## src/rtl/hdlc_frame_receiver_crc_check_top_defines.svh

```systemverilog
// assertion macros for the hdlc frame receiver
`ifndef HDLC_FRAME_RECEIVER_CRC_CHECK_TOP_DEFINES_SVH
`define HDLC_FRAME_RECEIVER_CRC_CHECK_TOP_DEFINES_SVH

`ifndef NO_ASSERTIONS

// same-cycle implication, sampled on clock, off during reset
`define HRX_ASSERT_IMP(name, ante, cons) \
   name: assert property (@(posedge clock) disable iff (reset) (ante) |-> (cons)) \
      else $error("assertion failed");

// next-cycle implication, sampled on clock, off during reset
`define HRX_ASSERT_NXT(name, ante, cons) \
   name: assert property (@(posedge clock) disable iff (reset) (ante) |=> (cons)) \
      else $error("assertion failed");

`else

`define HRX_ASSERT_IMP(name, ante, cons)
`define HRX_ASSERT_NXT(name, ante, cons)

`endif

`endif

```

## src/rtl/hdlc_rx_pkg.sv

```systemverilog
// shared types and constants for the hdlc frame receiver
`timescale 1ns / 1ps

package hdlc_rx_pkg;

   localparam int FRAME_BYTES = 256;
   localparam int COUNT_W     = $clog2(FRAME_BYTES + 1);

   localparam logic [7:0]  FLAG_BYTE     = 8'h7E;
   localparam logic [7:0]  ESC_BYTE      = 8'h7D;
   localparam logic [7:0]  ESC_XOR       = 8'h20;
   localparam logic [15:0] CRC_POLY_INIT = 16'h8408;
   localparam logic [15:0] CRC_SEED_INIT = 16'hFFFF;

   typedef enum logic [0:0] {
      CSR_CRC_POLY = 1'b0,
      CSR_CRC_SEED = 1'b1
   } csr_index_type;

   typedef enum logic [1:0] {
      KIND_PAYLOAD = 2'd0,
      KIND_GOOD    = 2'd1,
      KIND_BAD     = 2'd2,
      KIND_ABORT   = 2'd3
   } kind_type;

   typedef struct packed {
      logic               valid;
      kind_type           kind;
      logic [7:0]         payload;
      logic [COUNT_W-1:0] frame_bytes;
   } result_type;

endpackage

```

## src/rtl/hdlc_rx_crc_unit.sv

```systemverilog
// byte-wide reflected crc-16 update
`timescale 1ns / 1ps

module hdlc_rx_crc_unit
   import hdlc_rx_pkg::*;
(
   input  logic [15:0] crc_acc,
   input  logic [7:0]  data_byte,
   input  logic [15:0] crc_poly,
   output logic [15:0] crc_next
);

   always_comb begin
      logic [15:0] acc;
      acc = crc_acc ^ {8'h00, data_byte};
      for (int k = 0; k < 8; k++) begin
         if (acc[0]) begin
            acc = (acc >> 1) ^ crc_poly;
         end else begin
            acc = acc >> 1;
         end
      end
      crc_next = acc;
   end

endmodule

```

## src/rtl/hdlc_rx_deframer.sv

```systemverilog
// frame state, unescaping, crc hold-back and end-of-frame check
`timescale 1ns / 1ps
`include "hdlc_frame_receiver_crc_check_top_defines.svh"

module hdlc_rx_deframer
   import hdlc_rx_pkg::*;
(
   input  logic        clock,
   input  logic        reset,
   input  logic        step,
   input  logic [7:0]  rx_byte,
   input  logic [15:0] crc_poly,
   input  logic [15:0] crc_seed,
   output result_type  result
);

   logic               in_frame_ff, in_frame_in;
   logic               escape_ff, escape_in;
   logic [COUNT_W-1:0] count_ff, count_in;
   logic [15:0]        crc_ff, crc_in;
   logic [7:0]         held_ff [2];
   logic [7:0]         held_in [2];
   logic [15:0]        crc_fed;
   logic [7:0]         data_byte;
   logic [COUNT_W-1:0] count_inc;

   hdlc_rx_crc_unit u_crc (
      .crc_acc   (crc_ff),
      .data_byte (held_ff[0]),
      .crc_poly  (crc_poly),
      .crc_next  (crc_fed)
   );

   assign data_byte = escape_ff ? (rx_byte ^ ESC_XOR) : rx_byte;
   assign count_inc = count_ff + COUNT_W'(1);

   always_comb begin
      in_frame_in = in_frame_ff;
      escape_in   = escape_ff;
      count_in    = count_ff;
      crc_in      = crc_ff;
      held_in     = held_ff;
      result      = '0;
      if (!in_frame_ff) begin
         if (rx_byte == FLAG_BYTE) begin
            in_frame_in = 1'b1;
            escape_in   = 1'b0;
            count_in    = '0;
            crc_in      = crc_seed;
         end
      end else if (rx_byte == FLAG_BYTE) begin
         in_frame_in = 1'b0;
         if (count_ff >= COUNT_W'(3)) begin
            result.valid       = 1'b1;
            result.kind        = ({held_ff[0], held_ff[1]} == crc_ff) ? KIND_GOOD : KIND_BAD;
            result.frame_bytes = count_ff;
         end
      end else if (rx_byte == ESC_BYTE) begin
         escape_in = 1'b1;
      end else if (count_ff >= COUNT_W'(FRAME_BYTES)) begin
         // buffer full: drop the frame
         in_frame_in        = 1'b0;
         result.valid       = 1'b1;
         result.kind        = KIND_ABORT;
         result.frame_bytes = count_ff;
      end else begin
         escape_in = 1'b0;
         count_in  = count_inc;
         if (count_ff < COUNT_W'(2)) begin
            held_in[count_ff[0]] = data_byte;
         end else begin
            // oldest held byte leaves as payload and enters the crc
            crc_in             = crc_fed;
            held_in[0]         = held_ff[1];
            held_in[1]         = data_byte;
            result.valid       = 1'b1;
            result.kind        = KIND_PAYLOAD;
            result.payload     = held_ff[0];
            result.frame_bytes = count_inc;
         end
      end
   end

   always_ff @(posedge clock) begin
      if (reset) begin
         in_frame_ff <= 1'b0;
         escape_ff   <= 1'b0;
         count_ff    <= '0;
         crc_ff      <= CRC_SEED_INIT;
      end else if (step) begin
         in_frame_ff <= in_frame_in;
         escape_ff   <= escape_in;
         count_ff    <= count_in;
         crc_ff      <= crc_in;
      end
   end

   always_ff @(posedge clock) begin
      if (step) begin
         held_ff <= held_in;
      end
   end

   `HRX_ASSERT_IMP(a_count_bounded, 1'b1, count_ff <= COUNT_W'(FRAME_BYTES))
   `HRX_ASSERT_NXT(a_end_leaves_frame, step && result.valid && result.kind != KIND_PAYLOAD,
                   !in_frame_ff)
   `HRX_ASSERT_NXT(a_payload_after_hold, step && result.valid && result.kind == KIND_PAYLOAD,
                   in_frame_ff && count_ff >= COUNT_W'(3))

endmodule

```

## src/rtl/hdlc_rx_out_reg.sv

```systemverilog
// result register on the response stream
`timescale 1ns / 1ps

module hdlc_rx_out_reg
   import hdlc_rx_pkg::*;
(
   input  logic        clock,
   input  logic        reset,
   input  logic        step,
   input  result_type  result,
   output logic        room,
   output logic        rsp_tvalid,
   input  logic        rsp_tready,
   output logic [23:0] rsp_tdata,
   output logic [1:0]  rsp_tuser
);

   logic       valid_ff, valid_in;
   result_type res_ff;

   assign room = !valid_ff || rsp_tready;

   always_comb begin
      valid_in = valid_ff && !rsp_tready;
      if (step) begin
         valid_in = result.valid;
      end
   end

   always_ff @(posedge clock) begin
      if (reset) begin
         valid_ff <= 1'b0;
      end else begin
         valid_ff <= valid_in;
      end
   end

   always_ff @(posedge clock) begin
      if (step && result.valid) begin
         res_ff <= result;
      end
   end

   assign rsp_tvalid = valid_ff;
   assign rsp_tdata  = {7'b0, res_ff.frame_bytes, res_ff.payload};
   assign rsp_tuser  = res_ff.kind;

endmodule

```

## src/rtl/hdlc_frame_receiver_crc_check_top.sv

```systemverilog
// hdlc frame receiver: unescaping, hold-back of the crc pair, crc-16 check
// a req transfer reaches rsp_tvalid through the input register and then the result register
// throughput: one byte per cycle, no bubbles while rsp_tready stays high
// bytes that give no result leave nothing on the response side
// synchronous active-high reset: outside a frame, control and csr registers at power-up values
`timescale 1ns / 1ps

module hdlc_frame_receiver_crc_check_top
   import hdlc_rx_pkg::*;
(
   input  logic        clock,
   input  logic        reset,
   input  logic        req_tvalid,
   output logic        req_tready,
   input  logic [7:0]  req_tdata,   // [7:0] rx_byte
   output logic        rsp_tvalid,
   input  logic        rsp_tready,
   output logic [23:0] rsp_tdata,   // [7:0] payload, [16:8] frame_bytes, rest zero
   output logic [1:0]  rsp_tuser,   // [1:0] kind
   input  logic        csr_we,
   input  logic [1:0]  csr_index,
   input  logic [15:0] csr_wdata
);

   logic        in_valid_ff, in_valid_in;
   logic [7:0]  in_byte_ff;
   logic [15:0] poly_ff, seed_ff;
   logic        room;
   logic        step;
   result_type  result;

   assign step       = in_valid_ff && room;
   assign req_tready = !in_valid_ff || room;
   assign in_valid_in = req_tvalid || (in_valid_ff && !room);

   always_ff @(posedge clock) begin
      if (reset) begin
         in_valid_ff <= 1'b0;
      end else if (req_tready) begin
         in_valid_ff <= req_tvalid;
      end else begin
         in_valid_ff <= in_valid_in;
      end
   end

   always_ff @(posedge clock) begin
      if (req_tvalid && req_tready) begin
         in_byte_ff <= req_tdata;
      end
   end

   always_ff @(posedge clock) begin
      if (reset) begin
         poly_ff <= CRC_POLY_INIT;
         seed_ff <= CRC_SEED_INIT;
      end else if (csr_we && !csr_index[1]) begin
         case (csr_index_type'(csr_index[0]))
            CSR_CRC_POLY: poly_ff <= csr_wdata;
            CSR_CRC_SEED: seed_ff <= csr_wdata;
            default: ;
         endcase
      end
   end

   hdlc_rx_deframer u_deframer (
      .clock    (clock),
      .reset    (reset),
      .step     (step),
      .rx_byte  (in_byte_ff),
      .crc_poly (poly_ff),
      .crc_seed (seed_ff),
      .result   (result)
   );

   hdlc_rx_out_reg u_out (
      .clock      (clock),
      .reset      (reset),
      .step       (step),
      .result     (result),
      .room       (room),
      .rsp_tvalid (rsp_tvalid),
      .rsp_tready (rsp_tready),
      .rsp_tdata  (rsp_tdata),
      .rsp_tuser  (rsp_tuser)
   );

endmodule
```

## config.mk

```make
export PLATFORM = sky130hd
export DESIGN_NAME = hdlc_frame_receiver_crc_check_top
export DESIGN_NICKNAME = d
export VERILOG_FILES = /design/src/rtl/hdlc_rx_pkg.sv /design/src/rtl/hdlc_rx_crc_unit.sv /design/src/rtl/hdlc_rx_deframer.sv /design/src/rtl/hdlc_rx_out_reg.sv /design/src/rtl/hdlc_frame_receiver_crc_check_top.sv
export VERILOG_INCLUDE_DIRS = /design/src /design/src/rtl
export SDC_FILE = /design/constraint.sdc
export NUM_CORES = 1
export LEC_CHECK = 0
export ABC_AREA = 1
export BUFFER_PORTS_ARGS = -buffer_cell sky130_fd_sc_hd__buf_2
export CORE_UTILIZATION = 35
export DETAILED_ROUTE_END_ITERATION = 10
export GPL_TIMING_DRIVEN = 0
export SYNTH_ARGS = -nofsm -noshare
export SYNTH_HDL_FRONTEND = slang
export SYNTH_SLANG_ARGS = --single-unit
```

## constraint.sdc

```tcl
create_clock -name clock -period 6.1 [get_ports clock]
set_input_delay 0.915 -clock clock [delete_from_list [all_inputs] [get_ports clock]]
set_output_delay 0.915 -clock clock [all_outputs]
set_load 0.1 [all_outputs]
```

==> reports/metrics.cfg <==
[outcome]
status = completed

[run]
maxCapViolCount = 0

[place]
hpwl_um = 16900
gp_congestion = 0.858
port_buffers = 51

[synth]
ys_warn_count = 0
synthMuxAreaShare = 0
synth_xor_area_frac = 0.0748
yosys.cell_types.count = 36
synth-compound-area-share = 0.115
synth_top_family_by_area = simple AND/OR/NAND/NOR gates
synthCells = 1124
synth_simple_gate_area_frac = 0.353
synth.avg_cell_area_um2 = 6.55
synth.ff_latch_count = 104
ys_seq_area_frac = 0.341
syn_area_mm2 = 0.00736
synthAdderAreaFrac = 0.00340

[timing]
slew_viol_final = 0
period_share = 0.588
fmax_ghz = 0.279
final_hold_viol_count = 0
hold_ws_ps = 485
tns_ps = 0
clock_skew_ps = 9.15
grt_setup_unrepaired = false
setup_violations = 0
finalCriticalPeriod_ps = 3590
max-slew-margin-rel = 0.278
tightestPinTransition_ps = 1070

[grt]
grt.total_usage = 0.205
grt_pass1_vias = 6466
grt_max_degree = 18
grt.overflow.total = 0
grt_pass1_wl_um = 34700
antenna_found_initial = 0

[hold_path]
hold_end = u_deframer.escape_ff$_SDFFE_PP0P_
holdPathStages = 2
worst_hold_startpoint = u_deframer.escape_ff$_SDFFE_PP0P_
hold_path.class = register to register

[setup_path]
crit_required_ps = 6350
r2r_start = u_deframer.held_ff[8]$_DFFE_PP_
worstSetupPathType = register to register
cp-start-kind = register
r2r-end = u_deframer.crc_ff[11]$_SDFFE_PP1P_
reg2reg_slack_ps = 2510
cp.arrival_ps = 3840
end_kind = register
r2r.worst_path.cells = 26
path_max_fanout = 10

[detailed_routing]
ant_nets = 0
drt_first_pass_iters = 5
vias = 7310
drt-total-wl_um = 21900
routed_via_density = 4.98
drtIter0Drc = 459
wl_per_cell_um = 14.9
drc = 0

[die]
io-pin-count = 59
dieArea_mm2 = 0.0216
rows = 52
die_w_um = 147
initial_core_util = 0.360
core_area_mm2 = 0.0204
die_height_um = 147

[clock_network]
cts_tree = done
post-cts-setup-buffers = 0
clock_path_buffers = 2
h-tree-depth = 3
cts-buffers-inserted = 9
clock-root-buffer = clkbuf_16
worstSkewPairLatency_ps = 360
clk_pin_slew_ps = 70
cts_resized = 0
hold_buffers = 0
clock_sinks = 104

[final_layout]
drive_gt1_frac = 0.100
final_nets = 1227
area_growth_syn_to_layout_pct = 13.1

[pwr]
power_density_mw_per_mm2 = 207
peakVddDrop_mv = 0.130
leakage_uw = 0.00366

cells in the final DEF, fill, tap and decap left out, types with 2 or more instances in the layout:
master / count
a211oi_1: 5
a21oi_1: 66
a221oi_1: 2
a31oi_1: 2
buf_2: 63
buf_4: 10
buf_6: 3
clkbuf_1: 41
clkbuf_16: 11
clkinv_1: 2
conb_1: 7
dfxtp_1: 61
edfxtp_1: 43
ha_1: 2
inv_1: 130
inv_2: 5
inv_6: 2
nand2_1: 356
nand2_2: 8
nand2_4: 6
nand3_1: 113
nand3_2: 4
nand3_4: 2
nand3b_1: 4
nand4_1: 18
nor2_1: 77
nor2_2: 2
nor3_1: 4
nor4_1: 5
o211ai_1: 19
o21ai_0: 50
o21ai_1: 4
o21bai_1: 3
o22ai_1: 2
xnor2_1: 28
xor2_1: 33
per-layer routing:
layer  GRT usage  share of wire
met5           0              0
met4      0.0706          0.021
met3      0.0208          0.049
met2       0.340           0.46
met1       0.279           0.47
cell type report:
type / count / area, um2
fill: 2252 / 12100
multi-input combinational: 824 / 4050
sequential: 104 / 2510
inverter: 137 / 514
tap: 270 / 338
buffer: 65 / 312
clock buffer: 11 / 275
timing repair buffer: 53 / 270
clock inverter: 4 / 46.3
antenna: 1 / 2.50
logic make-up (layout without fill, tap and decap cells):
group | Yosys count | after routing
AO/OA/AOI/OAI | 153 | 153
XOR/XNOR | 62 | 62
adder cells (fa/ha/maj) | 2 | 2
buffers and inverters | 202 | 270
flip-flops | 104 | 104
other | 1 | 8
AND/OR/NAND/NOR | 600 | 600
metrics by stage:
stage | utilization | area, um2 | setup WS, ps | instances | power [uW]
floorplan | - | 7380 | 2440 | 1130 | 1020
global placement | 0.390 | 7980 | 1220 | 1451 | 1110
detailed placement | 0.391 | 8000 | 2540 | 1453 | 1120
CTS | 0.407 | 8320 | 2540 | 1468 | 1720
global route | 0.407 | 8320 | 2220 | 1468 | 1800
finish | 0.407 | 8320 | 2510 | 1469 | 1720
state kept, by name (all words and copies together) (netlist names), 2 cells and up:
name                 flops
poly_ff                 16
seed_ff                 16
in_byte_ff               8
u_out.rsp_tuser          2
u_out.rsp_tdata         17
u_deframer.count_ff      9
u_deframer.held_ff      16
u_deframer.crc_ff       16
report_power, final:
| group | switching, uW | internal [uW] |
|---|---|---|
| clock | 267 | 350 |
| sequential | 7.73 | 736 |
| combinational | 249 | 111 |
| total | 524 | 1200 |
cells in the mapped netlist, drive strengths merged:
| library cell | count | area, um2 |
|---|---|---|
| a211oi | 5 | 37.5 |
| a21oi | 66 | 330 |
| a221oi | 2 | 17.5 |
| a31oi | 2 | 12.5 |
| buf | 24 | 158 |
| clkbuf | 41 | 154 |
| clkinv | 2 | 7.51 |
| conb | 1 | 3.75 |
| dfxtp | 61 | 1220 |
| edfxtp | 43 | 1290 |
| ha | 2 | 25.0 |
| inv | 135 | 507 |
| nand2 | 370 | 1450 |
| nand3 | 119 | 641 |
| nand3b | 4 | 30.0 |
| nand4 | 18 | 113 |
| nor2 | 79 | 302 |
| nor3 | 4 | 20.0 |
| nor4 | 6 | 37.5 |
| o211ai | 19 | 143 |
| o21ai | 54 | 270 |
| o21bai | 3 | 22.5 |
| o22ai | 2 | 12.5 |
| xnor2 | 28 | 245 |
| xor2 | 34 | 305 |
worst max-delay path, cell delays in order, from the launching register on:
cell      delay (ps)
edfxtp_1         450
inv_1            130
nand2_1           90
nand2_4          160
nand3_4          120
nand3_2           90
nand2_1          100
nand2_4          140
nand3_2          150
nand3_1          120
nand2_1          140
nand2_2          120
buf_6            140
nand2_1           50
nand2_1           70
nand2_1           80
inv_2             60
nand3_2          100
nand2_4          180
buf_2            320
nand2_1          140
nor2_1           110
nor2_1            80
nand2_1           70
nand3_1          120
nand2_1          110
nand2_1           50
worst max-delay path by stage:
stage | startpoint | to | slack (ps) | cells past startpoint
2_1_floorplan | rsp_tready | u_out.rsp_tdata[0]$_SDFFCE_PP0P_ | 2440 | 6
3_3_place_gp | rsp_tready | u_out.rsp_tdata[1]$_SDFFCE_PP0P_ | 1220 | 7
3_5_place_dp | u_deframer.held_ff[8]$_DFFE_PP_ | u_deframer.crc_ff[11]$_SDFFE_PP1P_ | 2540 | 25
4_1_cts | u_deframer.held_ff[8]$_DFFE_PP_ | u_deframer.crc_ff[11]$_SDFFE_PP1P_ | 2540 | 27
5_1_grt | u_deframer.held_ff[8]$_DFFE_PP_ | u_deframer.crc_ff[11]$_SDFFE_PP1P_ | 2220 | 28
6_report | u_deframer.held_ff[8]$_DFFE_PP_ | u_deframer.crc_ff[11]$_SDFFE_PP1P_ | 2510 | 26
Power figures use the tool's default switching activity.
